<file path="config.mk">
export PLATFORM = sky130hd
export DESIGN_NAME = linked_buffer_pool_fifo_unit
export DESIGN_NICKNAME = d
export VERILOG_FILES = /design/src/design/lbp_pkg.sv /design/src/design/lbp_ram.sv /design/src/design/lbp_ctrl.sv /design/src/design/linked_buffer_pool_fifo_unit.sv
export SDC_FILE = /design/constraint.sdc
export NUM_CORES = 2
export LEC_CHECK = 0
export BUFFER_PORTS_ARGS = -buffer_cell sky130_fd_sc_hd__buf_2
export CORE_ASPECT_RATIO = 1.4
export CORE_MARGIN = 1.5
export CORE_UTILIZATION = 60
export CTS_CLUSTER_DIAMETER = 200
export DETAILED_ROUTE_END_ITERATION = 10
export HOLD_SLACK_MARGIN = 0.05
export MAX_ROUTING_LAYER = met4
export PLACE_DENSITY = 0.8
export RECOVER_POWER = 100
export SLEW_MARGIN = 20
export SYNTH_ARGS = -nofsm -noshare
export SYNTH_HDL_FRONTEND = slang
export SYNTH_SLANG_ARGS = --single-unit
</file>
<file path="constraint.sdc">
create_clock -name clk -period 15.4 [get_ports clk]
set_input_delay 0.77 -clock clk [delete_from_list [all_inputs] [get_ports clk]]
set_output_delay 0.77 -clock clk [all_outputs]
set_load 0.02 [all_outputs]
</file>
<file path="src/design/lbp_pkg.sv">
// ----------------------------------------------------------------------------
// lbp_pkg
// Shared types and codes for the linked buffer pool: field widths, operation
// and status codes, and the command and result words.
// ----------------------------------------------------------------------------
`default_nettype none

package lbp_pkg;

  // field widths of the command and result words
  localparam int FUNC_W   = 2;
  localparam int PORT_W   = 2;
  localparam int SLOT_W   = 4;
  localparam int FLAGS_W  = 8;
  localparam int STATUS_W = 2;
  localparam int LEFT_W   = 5;

  // operation codes
  typedef enum logic [FUNC_W-1:0] {
    FN_ALLOC = 2'd0,
    FN_ENQ   = 2'd1,
    FN_DEQ   = 2'd2,
    FN_REL   = 2'd3
  } func_t;

  // result status codes
  typedef enum logic [STATUS_W-1:0] {
    ST_DONE    = 2'd0,
    ST_NO_FREE = 2'd1,
    ST_EMPTY   = 2'd2
  } status_t;

  // one command word
  typedef struct packed {
    func_t               func;
    logic [PORT_W-1:0]   port;
    logic [SLOT_W-1:0]   slot;
    logic [FLAGS_W-1:0]  flags;
  } op_t;

  // one result word
  typedef struct packed {
    status_t             status;
    logic [SLOT_W-1:0]   slot;
    logic [FLAGS_W-1:0]  flags;
    logic [LEFT_W-1:0]   left;
  } result_t;

endpackage

`default_nettype wire

</file>
<file path="src/design/lbp_ram.sv">
// ----------------------------------------------------------------------------
// lbp_ram
// Simple dual-port RAM, one write and one registered read per cycle.
// A read of the address written in the same cycle returns the new data.
// ----------------------------------------------------------------------------
`default_nettype none

module lbp_ram #(
  parameter int WIDTH  = 8,
  parameter int ADDR_W = 6
) (
  input  wire logic              clk,
  input  wire logic              we,
  input  wire logic [ADDR_W-1:0] wa,
  input  wire logic [WIDTH-1:0]  wd,
  input  wire logic              re,
  input  wire logic [ADDR_W-1:0] ra,
  output logic      [WIDTH-1:0]  rd
);

  logic [WIDTH-1:0] mem [1 << ADDR_W];

  // write port
  always_ff @(posedge clk) begin
    if (we) begin
      mem[wa] <= wd;
    end
  end

  // registered read, write-first on an address match
  always_ff @(posedge clk) begin
    if (re) begin
      if (we && (wa == ra)) begin
        rd <= wd;
      end else begin
        rd <= mem[ra];
      end
    end
  end

endmodule

`default_nettype wire

</file>
<file path="src/design/lbp_ctrl.sv">
// ----------------------------------------------------------------------------
// lbp_ctrl
// List control: per-port free list and output queue pointers, free counts,
// link tag bits, and the next-state logic for one operation per cycle.
// Also forms the link store read address for the word being accepted.
// ----------------------------------------------------------------------------
`default_nettype none

module lbp_ctrl #(
  parameter  int PORTS     = 4,
  parameter  int QUEUE_LEN = 16,
  localparam int PIW       = (PORTS > 1) ? $clog2(PORTS) : 1,
  localparam int SIW       = $clog2(QUEUE_LEN),
  localparam int LW        = $clog2(QUEUE_LEN + 1),
  localparam int AW        = PIW + SIW
) (
  input  wire logic                          clk,
  input  wire logic                          rst,
  // word being accepted, for the read address
  input  wire lbp_pkg::func_t                cmd_func,
  input  wire logic [lbp_pkg::PORT_W-1:0]    cmd_port,
  output logic      [AW-1:0]                 rd_addr,
  // word at the execute stage
  input  wire lbp_pkg::op_t                  op,
  input  wire logic                          fire,
  input  wire logic [LW-1:0]                 link_q,
  input  wire logic [lbp_pkg::FLAGS_W-1:0]   flag_q,
  // link store write port
  output logic                               link_we,
  output logic      [AW-1:0]                 link_wa,
  output logic      [LW-1:0]                 link_wd,
  // flag store write port
  output logic                               flag_we,
  output logic      [AW-1:0]                 flag_wa,
  output logic      [lbp_pkg::FLAGS_W-1:0]   flag_wd,
  // result of the executed word
  output lbp_pkg::result_t                   res
);

  localparam int            DEPTH = 1 << AW;
  localparam logic [LW-1:0] NONE  = '1;
  localparam logic [LW-1:0] QLEN  = LW'(QUEUE_LEN);

  // per-port pointers and counts
  logic [LW-1:0] free_head [PORTS];
  logic [LW-1:0] free_head_next [PORTS];
  logic [LW-1:0] queue_head [PORTS];
  logic [LW-1:0] queue_head_next [PORTS];
  logic [LW-1:0] queue_tail [PORTS];
  logic [LW-1:0] queue_tail_next [PORTS];
  logic [LW-1:0] free_count [PORTS];
  logic [LW-1:0] free_count_next [PORTS];

  // link tags: nil marks a link cut to none, lval marks a written link
  logic [DEPTH-1:0] nil_bits;
  logic [DEPTH-1:0] nil_bits_next;
  logic [DEPTH-1:0] lval_bits;
  logic [DEPTH-1:0] lval_bits_next;

  logic [PIW-1:0] pidx;
  logic [PIW-1:0] cidx;
  logic [SIW-1:0] sidx;
  logic           port_ok;
  logic           slot_ok;
  logic [LW-1:0]  head_sel;
  logic [LW-1:0]  fwd_sel;
  logic [LW-1:0]  tail_cur;
  logic [AW-1:0]  cur_addr;
  logic [AW-1:0]  slot_addr;
  logic [AW-1:0]  tail_addr;
  logic [LW-1:0]  reset_link;
  logic [LW-1:0]  link_eff;

  function automatic logic is_none(input logic [LW-1:0] v);
    return v >= QLEN;
  endfunction

  // decode of the executing word
  assign pidx      = PIW'(op.port);
  assign sidx      = SIW'(op.slot);
  assign port_ok   = 32'(op.port) < PORTS;
  assign slot_ok   = 32'(op.slot) < QUEUE_LEN;
  assign head_sel  = (op.func == lbp_pkg::FN_ALLOC) ? free_head[pidx] : queue_head[pidx];
  assign tail_cur  = queue_tail[pidx];
  assign cur_addr  = {pidx, head_sel[SIW-1:0]};
  assign slot_addr = {pidx, sidx};
  assign tail_addr = {pidx, tail_cur[SIW-1:0]};

  // link of the head entry: cut, written, or still at its reset value
  always_comb begin
    if ((LW'(cur_addr[SIW-1:0]) + LW'(1)) < QLEN) begin
      reset_link = LW'(cur_addr[SIW-1:0]) + LW'(1);
    end else begin
      reset_link = NONE;
    end
    if (nil_bits[cur_addr]) begin
      link_eff = NONE;
    end else if (lval_bits[cur_addr]) begin
      link_eff = link_q;
    end else begin
      link_eff = reset_link;
    end
  end

  // next state, store writes and result
  always_comb begin
    for (int p = 0; p < PORTS; p++) begin
      free_head_next[p]  = free_head[p];
      queue_head_next[p] = queue_head[p];
      queue_tail_next[p] = queue_tail[p];
      free_count_next[p] = free_count[p];
    end
    nil_bits_next  = nil_bits;
    lval_bits_next = lval_bits;
    link_we        = 1'b0;
    link_wa        = slot_addr;
    link_wd        = free_head[pidx];
    flag_we        = 1'b0;
    flag_wa        = slot_addr;
    flag_wd        = op.flags;
    res.status     = lbp_pkg::ST_DONE;
    res.slot       = '0;
    res.flags      = '0;
    res.left       = '0;

    if (fire && port_ok) begin
      unique case (op.func)
        lbp_pkg::FN_ALLOC: begin
          if (is_none(head_sel)) begin
            res.status = lbp_pkg::ST_NO_FREE;
          end else begin
            free_head_next[pidx] = link_eff;
            if (free_count[pidx] != '0) begin
              free_count_next[pidx] = free_count[pidx] - LW'(1);
            end
            res.slot = lbp_pkg::SLOT_W'(head_sel);
          end
        end
        lbp_pkg::FN_ENQ: begin
          if (slot_ok) begin
            nil_bits_next[slot_addr] = 1'b1;
            flag_we                  = 1'b1;
            queue_tail_next[pidx]    = LW'(sidx);
            if (is_none(tail_cur)) begin
              queue_head_next[pidx] = LW'(sidx);
            end else begin
              // old tail now links to the new slot
              link_we                   = 1'b1;
              link_wa                   = tail_addr;
              link_wd                   = LW'(sidx);
              nil_bits_next[tail_addr]  = 1'b0;
              lval_bits_next[tail_addr] = 1'b1;
            end
          end
        end
        lbp_pkg::FN_DEQ: begin
          if (is_none(head_sel)) begin
            res.status = lbp_pkg::ST_EMPTY;
          end else begin
            queue_head_next[pidx] = link_eff;
            if (is_none(link_eff)) begin
              queue_tail_next[pidx] = NONE;
            end
            res.slot  = lbp_pkg::SLOT_W'(head_sel);
            res.flags = flag_q;
          end
        end
        lbp_pkg::FN_REL: begin
          if (slot_ok) begin
            link_we                   = 1'b1;
            nil_bits_next[slot_addr]  = 1'b0;
            lval_bits_next[slot_addr] = 1'b1;
            free_head_next[pidx]      = LW'(sidx);
            if (free_count[pidx] < QLEN) begin
              free_count_next[pidx] = free_count[pidx] + LW'(1);
            end
          end
        end
      endcase
      res.left = lbp_pkg::LEFT_W'(free_count_next[pidx]);
    end
  end

  // read address of the accepted word, forwarded from this cycle's update
  assign cidx    = PIW'(cmd_port);
  assign fwd_sel = (cmd_func == lbp_pkg::FN_ALLOC) ? free_head_next[cidx]
                                                   : queue_head_next[cidx];
  assign rd_addr = {cidx, fwd_sel[SIW-1:0]};

  // state registers
  always_ff @(posedge clk) begin
    if (rst) begin
      for (int p = 0; p < PORTS; p++) begin
        free_head[p]  <= '0;
        queue_head[p] <= NONE;
        queue_tail[p] <= NONE;
        free_count[p] <= QLEN;
      end
      nil_bits  <= '0;
      lval_bits <= '0;
    end else begin
      for (int p = 0; p < PORTS; p++) begin
        free_head[p]  <= free_head_next[p];
        queue_head[p] <= queue_head_next[p];
        queue_tail[p] <= queue_tail_next[p];
        free_count[p] <= free_count_next[p];
      end
      nil_bits  <= nil_bits_next;
      lval_bits <= lval_bits_next;
    end
  end

  // a granted or popped slot always comes with status done
  ap_grant_done: assert property (@(posedge clk) disable iff (rst)
    (fire && res.slot != '0) |-> (res.status == lbp_pkg::ST_DONE))
    else $error("slot reported with a failure status");

  // an empty dequeue never reports flags and never writes a link
  ap_empty_no_flags: assert property (@(posedge clk) disable iff (rst)
    (fire && res.status == lbp_pkg::ST_EMPTY) |-> (res.flags == '0 && !link_we))
    else $error("empty dequeue changed links or reported flags");

  // stores are written only by an executing word
  ap_write_on_fire: assert property (@(posedge clk) disable iff (rst)
    (link_we || flag_we) |-> fire)
    else $error("store written without an executing word");

endmodule

`default_nettype wire

</file>
<file path="src/design/linked_buffer_pool_fifo_unit.sv">
// ----------------------------------------------------------------------------
// linked_buffer_pool_fifo_unit
// Per-port buffer slot manager: a LIFO free list and a FIFO output queue
// threaded through one shared link store, one operation per command word.
// ----------------------------------------------------------------------------
//
//   channel   handshake              fields
//   -------   --------------------   ----------------------------------------
//   cmd       cmd_valid / cmd_stall  func, port, slot_in, flags_in
//   res       res_valid / res_stall  status, slot_out, flags_out, free_left
//
// One word per cycle sustained while res_stall is low; a taken command word
// goes to the execute stage with its link store read, then into the result reg.
// The link store read for the next word is addressed from the pointer values
// the executing word leaves, so back-to-back words on one port chain fully.
// Reset sets all pointers, counts and link tags.
// res_stall holds the result register and the execute stage; cmd_stall rises
// only while the execute stage is full and cannot move on.
// ----------------------------------------------------------------------------
`default_nettype none

module linked_buffer_pool_fifo_unit #(
  parameter int PORTS     = 4,
  parameter int QUEUE_LEN = 16
) (
  input  wire logic                          clk,
  input  wire logic                          rst,
  // command channel
  input  wire logic                          cmd_valid,
  output logic                               cmd_stall,
  input  wire logic [lbp_pkg::FUNC_W-1:0]    func,
  input  wire logic [lbp_pkg::PORT_W-1:0]    port,
  input  wire logic [lbp_pkg::SLOT_W-1:0]    slot_in,
  input  wire logic [lbp_pkg::FLAGS_W-1:0]   flags_in,
  // result channel
  output logic                               res_valid,
  input  wire logic                          res_stall,
  output logic      [lbp_pkg::STATUS_W-1:0]  status,
  output logic      [lbp_pkg::SLOT_W-1:0]    slot_out,
  output logic      [lbp_pkg::FLAGS_W-1:0]   flags_out,
  output logic      [lbp_pkg::LEFT_W-1:0]    free_left
);

  localparam int PIW = (PORTS > 1) ? $clog2(PORTS) : 1;
  localparam int SIW = $clog2(QUEUE_LEN);
  localparam int LW  = $clog2(QUEUE_LEN + 1);
  localparam int AW  = PIW + SIW;

  lbp_pkg::op_t     cmd_op;
  lbp_pkg::op_t     ex_op;
  lbp_pkg::result_t ex_res;
  lbp_pkg::result_t res_q;

  logic                        cmd_acc;
  logic                        ex_valid;
  logic                        ex_fire;
  logic [AW-1:0]               rd_addr;
  logic [LW-1:0]               link_q;
  logic [lbp_pkg::FLAGS_W-1:0] flag_q;
  logic                        link_we;
  logic [AW-1:0]               link_wa;
  logic [LW-1:0]               link_wd;
  logic                        flag_we;
  logic [AW-1:0]               flag_wa;
  logic [lbp_pkg::FLAGS_W-1:0] flag_wd;

  // command word and handshake
  assign cmd_op.func  = lbp_pkg::func_t'(func);
  assign cmd_op.port  = port;
  assign cmd_op.slot  = slot_in;
  assign cmd_op.flags = flags_in;

  assign ex_fire   = ex_valid && (!res_valid || !res_stall);
  assign cmd_stall = ex_valid && !ex_fire;
  assign cmd_acc   = cmd_valid && !cmd_stall;

  // execute stage register
  always_ff @(posedge clk) begin
    if (rst) begin
      ex_valid <= 1'b0;
    end else if (cmd_acc) begin
      ex_valid <= 1'b1;
    end else if (ex_fire) begin
      ex_valid <= 1'b0;
    end
  end

  always_ff @(posedge clk) begin
    if (cmd_acc) begin
      ex_op <= cmd_op;
    end
  end

  // link and flag stores, read as the word is taken
  lbp_ram #(
    .WIDTH  (LW),
    .ADDR_W (AW)
  ) u_link_ram (
    .clk (clk),
    .we  (link_we),
    .wa  (link_wa),
    .wd  (link_wd),
    .re  (cmd_acc),
    .ra  (rd_addr),
    .rd  (link_q)
  );

  lbp_ram #(
    .WIDTH  (lbp_pkg::FLAGS_W),
    .ADDR_W (AW)
  ) u_flag_ram (
    .clk (clk),
    .we  (flag_we),
    .wa  (flag_wa),
    .wd  (flag_wd),
    .re  (cmd_acc),
    .ra  (rd_addr),
    .rd  (flag_q)
  );

  // list control
  lbp_ctrl #(
    .PORTS     (PORTS),
    .QUEUE_LEN (QUEUE_LEN)
  ) u_ctrl (
    .clk      (clk),
    .rst      (rst),
    .cmd_func (cmd_op.func),
    .cmd_port (port),
    .rd_addr  (rd_addr),
    .op       (ex_op),
    .fire     (ex_fire),
    .link_q   (link_q),
    .flag_q   (flag_q),
    .link_we  (link_we),
    .link_wa  (link_wa),
    .link_wd  (link_wd),
    .flag_we  (flag_we),
    .flag_wa  (flag_wa),
    .flag_wd  (flag_wd),
    .res      (ex_res)
  );

  // result register
  always_ff @(posedge clk) begin
    if (rst) begin
      res_valid <= 1'b0;
    end else if (ex_fire) begin
      res_valid <= 1'b1;
    end else if (res_valid && !res_stall) begin
      res_valid <= 1'b0;
    end
  end

  always_ff @(posedge clk) begin
    if (ex_fire) begin
      res_q <= ex_res;
    end
  end

  assign status    = res_q.status;
  assign slot_out  = res_q.slot;
  assign flags_out = res_q.flags;
  assign free_left = res_q.left;

  // the command side stalls only behind a held execute stage
  ap_stall_busy: assert property (@(posedge clk) disable iff (rst)
    cmd_stall |-> (ex_valid && res_valid && res_stall))
    else $error("command stalled with room to move");

  // an executed word always lands in the result register
  ap_fire_loads: assert property (@(posedge clk) disable iff (rst)
    ex_fire |=> res_valid)
    else $error("executed word lost");

  // a taken command word is at the execute stage next cycle
  ap_accept_fills: assert property (@(posedge clk) disable iff (rst)
    cmd_acc |=> ex_valid)
    else $error("accepted word lost");

  // failure results carry no slot and no flags
  ap_fail_clean: assert property (@(posedge clk) disable iff (rst)
    (res_valid && (status == lbp_pkg::ST_NO_FREE || status == lbp_pkg::ST_EMPTY))
      |-> (slot_out == '0 && flags_out == '0))
    else $error("failure result carries a slot");

endmodule

`default_nettype wire
</file>
==> results.yml <==
yosys:
  synth_flop_cell: "edfxtp_1"
  synthesis.area_per_instance_um2: 11.7
  seq_area_frac_synth_pct: 63.6
  synth_cell_types: 91
  ys_warn_count: 0
  synth_area_leaders: "edfxtp_1 55%, dfxtp_1 8.8%, mux2i_1 5.1%"
  synth_edf_count: 880
  synth_area_leader_cell: "edfxtp_1"
  syn_area_um2: 48300
  netlist.area_leader.share_pct: 54.8
  ys_ff_latch: 1092
  synth_fp_nets: 4134
  postSynthCellCount: 4107
  synthArstFlopShare_pct: 0
final_layout:
  area_growth_pct: 8.45
  postLayoutCoreUtil_pct: 65.9
  drive_gt1_share_pct: 7.53
  nets: 4076
cts:
  numCtsBuffers: 99
  cts_tree: "built"
  clock_path_buffers: 3
  clock-sinks: 1092
  postCtsSetupBuffers: 0
  cts-root-buf: "clkbuf_16"
  cts_hold_buffers: 0
  htreeDepth: 3
  cts_resized: 0
  path_clk_slew_ns: 0.06
  worstSkewPairLatency_ns: 0.70
sta:
  grt_setup_unrepaired: "false"
  slew_viol_final: 1205
  timing.fmax_mhz: 84.5
  fin_crit_ns: 11.83
  timing.final.crit_share_pct: 76.8
  slew_headroom_pct: -123
  final_hold_viol_count: 0
  finClkSkew_ns: 0.0440
  tightestPinTransition_ns: 3.35
  tns_ns: 0
  finalSetupViolCount: 0
setup_path:
  critPathBufInv: 4
  cp.arrival_ns: 12.39
  crit_required_ns: 15.96
  path_max_fanout: 45
  crit_path_end_kind: "register"
  crit_type: "register to register"
  critical_path.slowest_cell: "or2_0"
  cp_cell_sequence: "clkbuf_1, mux2i_1, mux4_2, inv_1, mux2i_1, o22ai_1, a311o_1, nor4_1, o21ai_0, a31oi_1, o22ai_1, nor4_1, or2_0, buf_4, nor2_1, clkbuf_1, a32oi_1, a31oi_1, nor3_1, nor4bb_1, a221o_1"
  cp-start-kind: "register"
  cp_top_family: "simple AND/OR/NAND/NOR gates"
  critPathMaxStageDelay_ns: 1.57
global_routing:
  grt_pass1_wl_mm: 217
  grt_max_degree: 158
  grt_pass1_vias: 34400
  globalRouteOverflowTotal: 0
  track_usage_pct: 36.5
  antenna_found_initial: 4
floorplan:
  die_area_um2: 82200
  rows: 122
  top_level_ports: 41
  die_h_um: 339
  start_util_pct: 60.8
  die_width_um: 243
  core-area_um2: 79400
power_and_ir_drop:
  p_per_area_nw_per_um2: 128
  ir_worst_vdd_mv: 0.127
  p_leak_nw: 17.8
job:
  max-cap-violations: 23
min_path:
  hold_class: "input port to register"
  hold_path_startpoint: "flags_in[5]"
drt:
  dr.pass1.iters: 8
  dr_total_vias: 36000
  drcViolationCount: 0
  vias_per_cell: 6.94
  detail-route-antenna-nets: 0
  wl_per_cell_um: 28.4
  wl_mm: 148
  drt-initial-drc-count: 5032
placed_design:
  hpwlAfterDp_mm: 94.3
  io_buffers: 40
  routabilityCongestion: 1.08
run_status:
  status: "finished with violations"
  violations: "capacitance limit, slew limit"
==> synth_stat cells (all sizes together) (5+ instances only) <==
cell	number
mux2i	245
nor3	40
a21oi	245
nand3	188
mux4	38
nand3b	5
or2	13
nand2	636
buf	127
mux2	15
a2111oi	11
o21ai	242
a211oi	93
dfxtp	212
clkbuf	149
nor4	13
xnor2	11
o221a	5
or3	8
nand4	16
a311oi	17
o311ai	5
inv	35
nor2b	13
ha	7
o211ai	32
a32oi	24
and3	38
a211o	5
and2	30
o21a	13
o22ai	39
a21o	11
a22oi	15
a32o	6
a221oi	69
a31oi	37
a31o	6
o31ai	5
a221o	27
a21boi	6
nand2b	17
a22o	29
nor2	376
edfxtp	880
==> worst paths after layout <==
check / cells after the start / slack (ns) / end
max reg2reg: 21 / 3.57 / u_flag_ram.rd[7]
max: 21 / 3.57 / u_flag_ram.rd[7]
min: 1 / 0.25 / ex_op[5]
min reg2reg: 2 / 0.47 / u_ctrl.lval_bits[60]
==> state kept, by name, summed over array words and instances (netlist names), 2 cells and up, named ones only <==
name,cells
u_flag_ram.mem,512
flags_out,8
ex_op,16
u_flag_ram.rd,8
u_link_ram.rd,5
status,2
u_ctrl.free_count,20
u_ctrl.nil_bits,64
u_link_ram.mem,320
u_ctrl.free_head,20
free_left,5
u_ctrl.queue_tail,20
u_ctrl.lval_bits,64
slot_out,4
u_ctrl.queue_head,20
==> report_power, final <==
part	switching, mW	internal [mW]	total, mW
Combinational	0.690	0.279	0.968
Clock	1.10	1.40	2.50
Sequential	0.0317	3.22	3.25
Total	1.82	4.90	6.72
==> routing by layer <==
layer  track usage (%)  vias to the layer above  wire length [um]
li1                  -                    15400                 -
met1              41.5                    17200             48900
met2              57.8                     2679             69900
met3              8.00                      742             16000
met4              25.1                        0             12700
met5                 -                        -                 0
==> placed cells by master, fill, tap and decap left out, drive strengths merged, types with 61 or more instances in the layout <==
cell    Yosys  layout
a211oi     93      93
a21oi     245     245
a221oi     69      69
buf       127      61
clkbuf    149     167
dfxtp     212     212
edfxtp    880     880
mux2i     245     245
nand2     636     636
nand3     188     188
nor2      376     376
o21ai     242     242
==> area by class of cell <==
cell class                      instances  area [um^2]
Sequential cell                      1092        30700
Fill cell                            5804        27000
Multi-Input combinational cell       2701        16300
Clock buffer                          111         2520
Tap cell                             1054         1320
Clock inverter                         71          733
Timing Repair Buffer                  117          643
Inverter                               38          143
Antenna cell                            6         15.0
==> cell families (layout without fill, tap and decap cells) <==
family	count (synthesis)	count (layout)	synth area share, %
AO/OA/AOI/OAI	968	968	13.2
buffers and inverters	314	337	2.91
XOR/XNOR	13	13	0.236
other	0	6	0
flip-flops	1092	1092	63.6
multiplexers	298	298	7.21
AND/OR/NAND/NOR	1415	1415	12.7
adder cells (fa/ha/maj)	7	7	0.181
==> metrics by stage <==
step | hold slack, ns | total power [mW] | worst slack (ns) | cell area (um^2) | instances
after floorplan | 0.429 | 3.94 | 9.97 | 48300 | 4107
after global placement | 0.446 | 4.24 | 6.69 | 49200 | 5002
after detailed placement | 0.457 | 4.25 | 6.70 | 49200 | 5002
after CTS | 0.238 | 6.69 | 6.67 | 52500 | 5184
after global routing | 0.240 | 6.88 | 3.17 | 52300 | 5188
final | 0.255 | 6.72 | 3.57 | 52300 | 5190
Power figures use the tool's default switching activity.
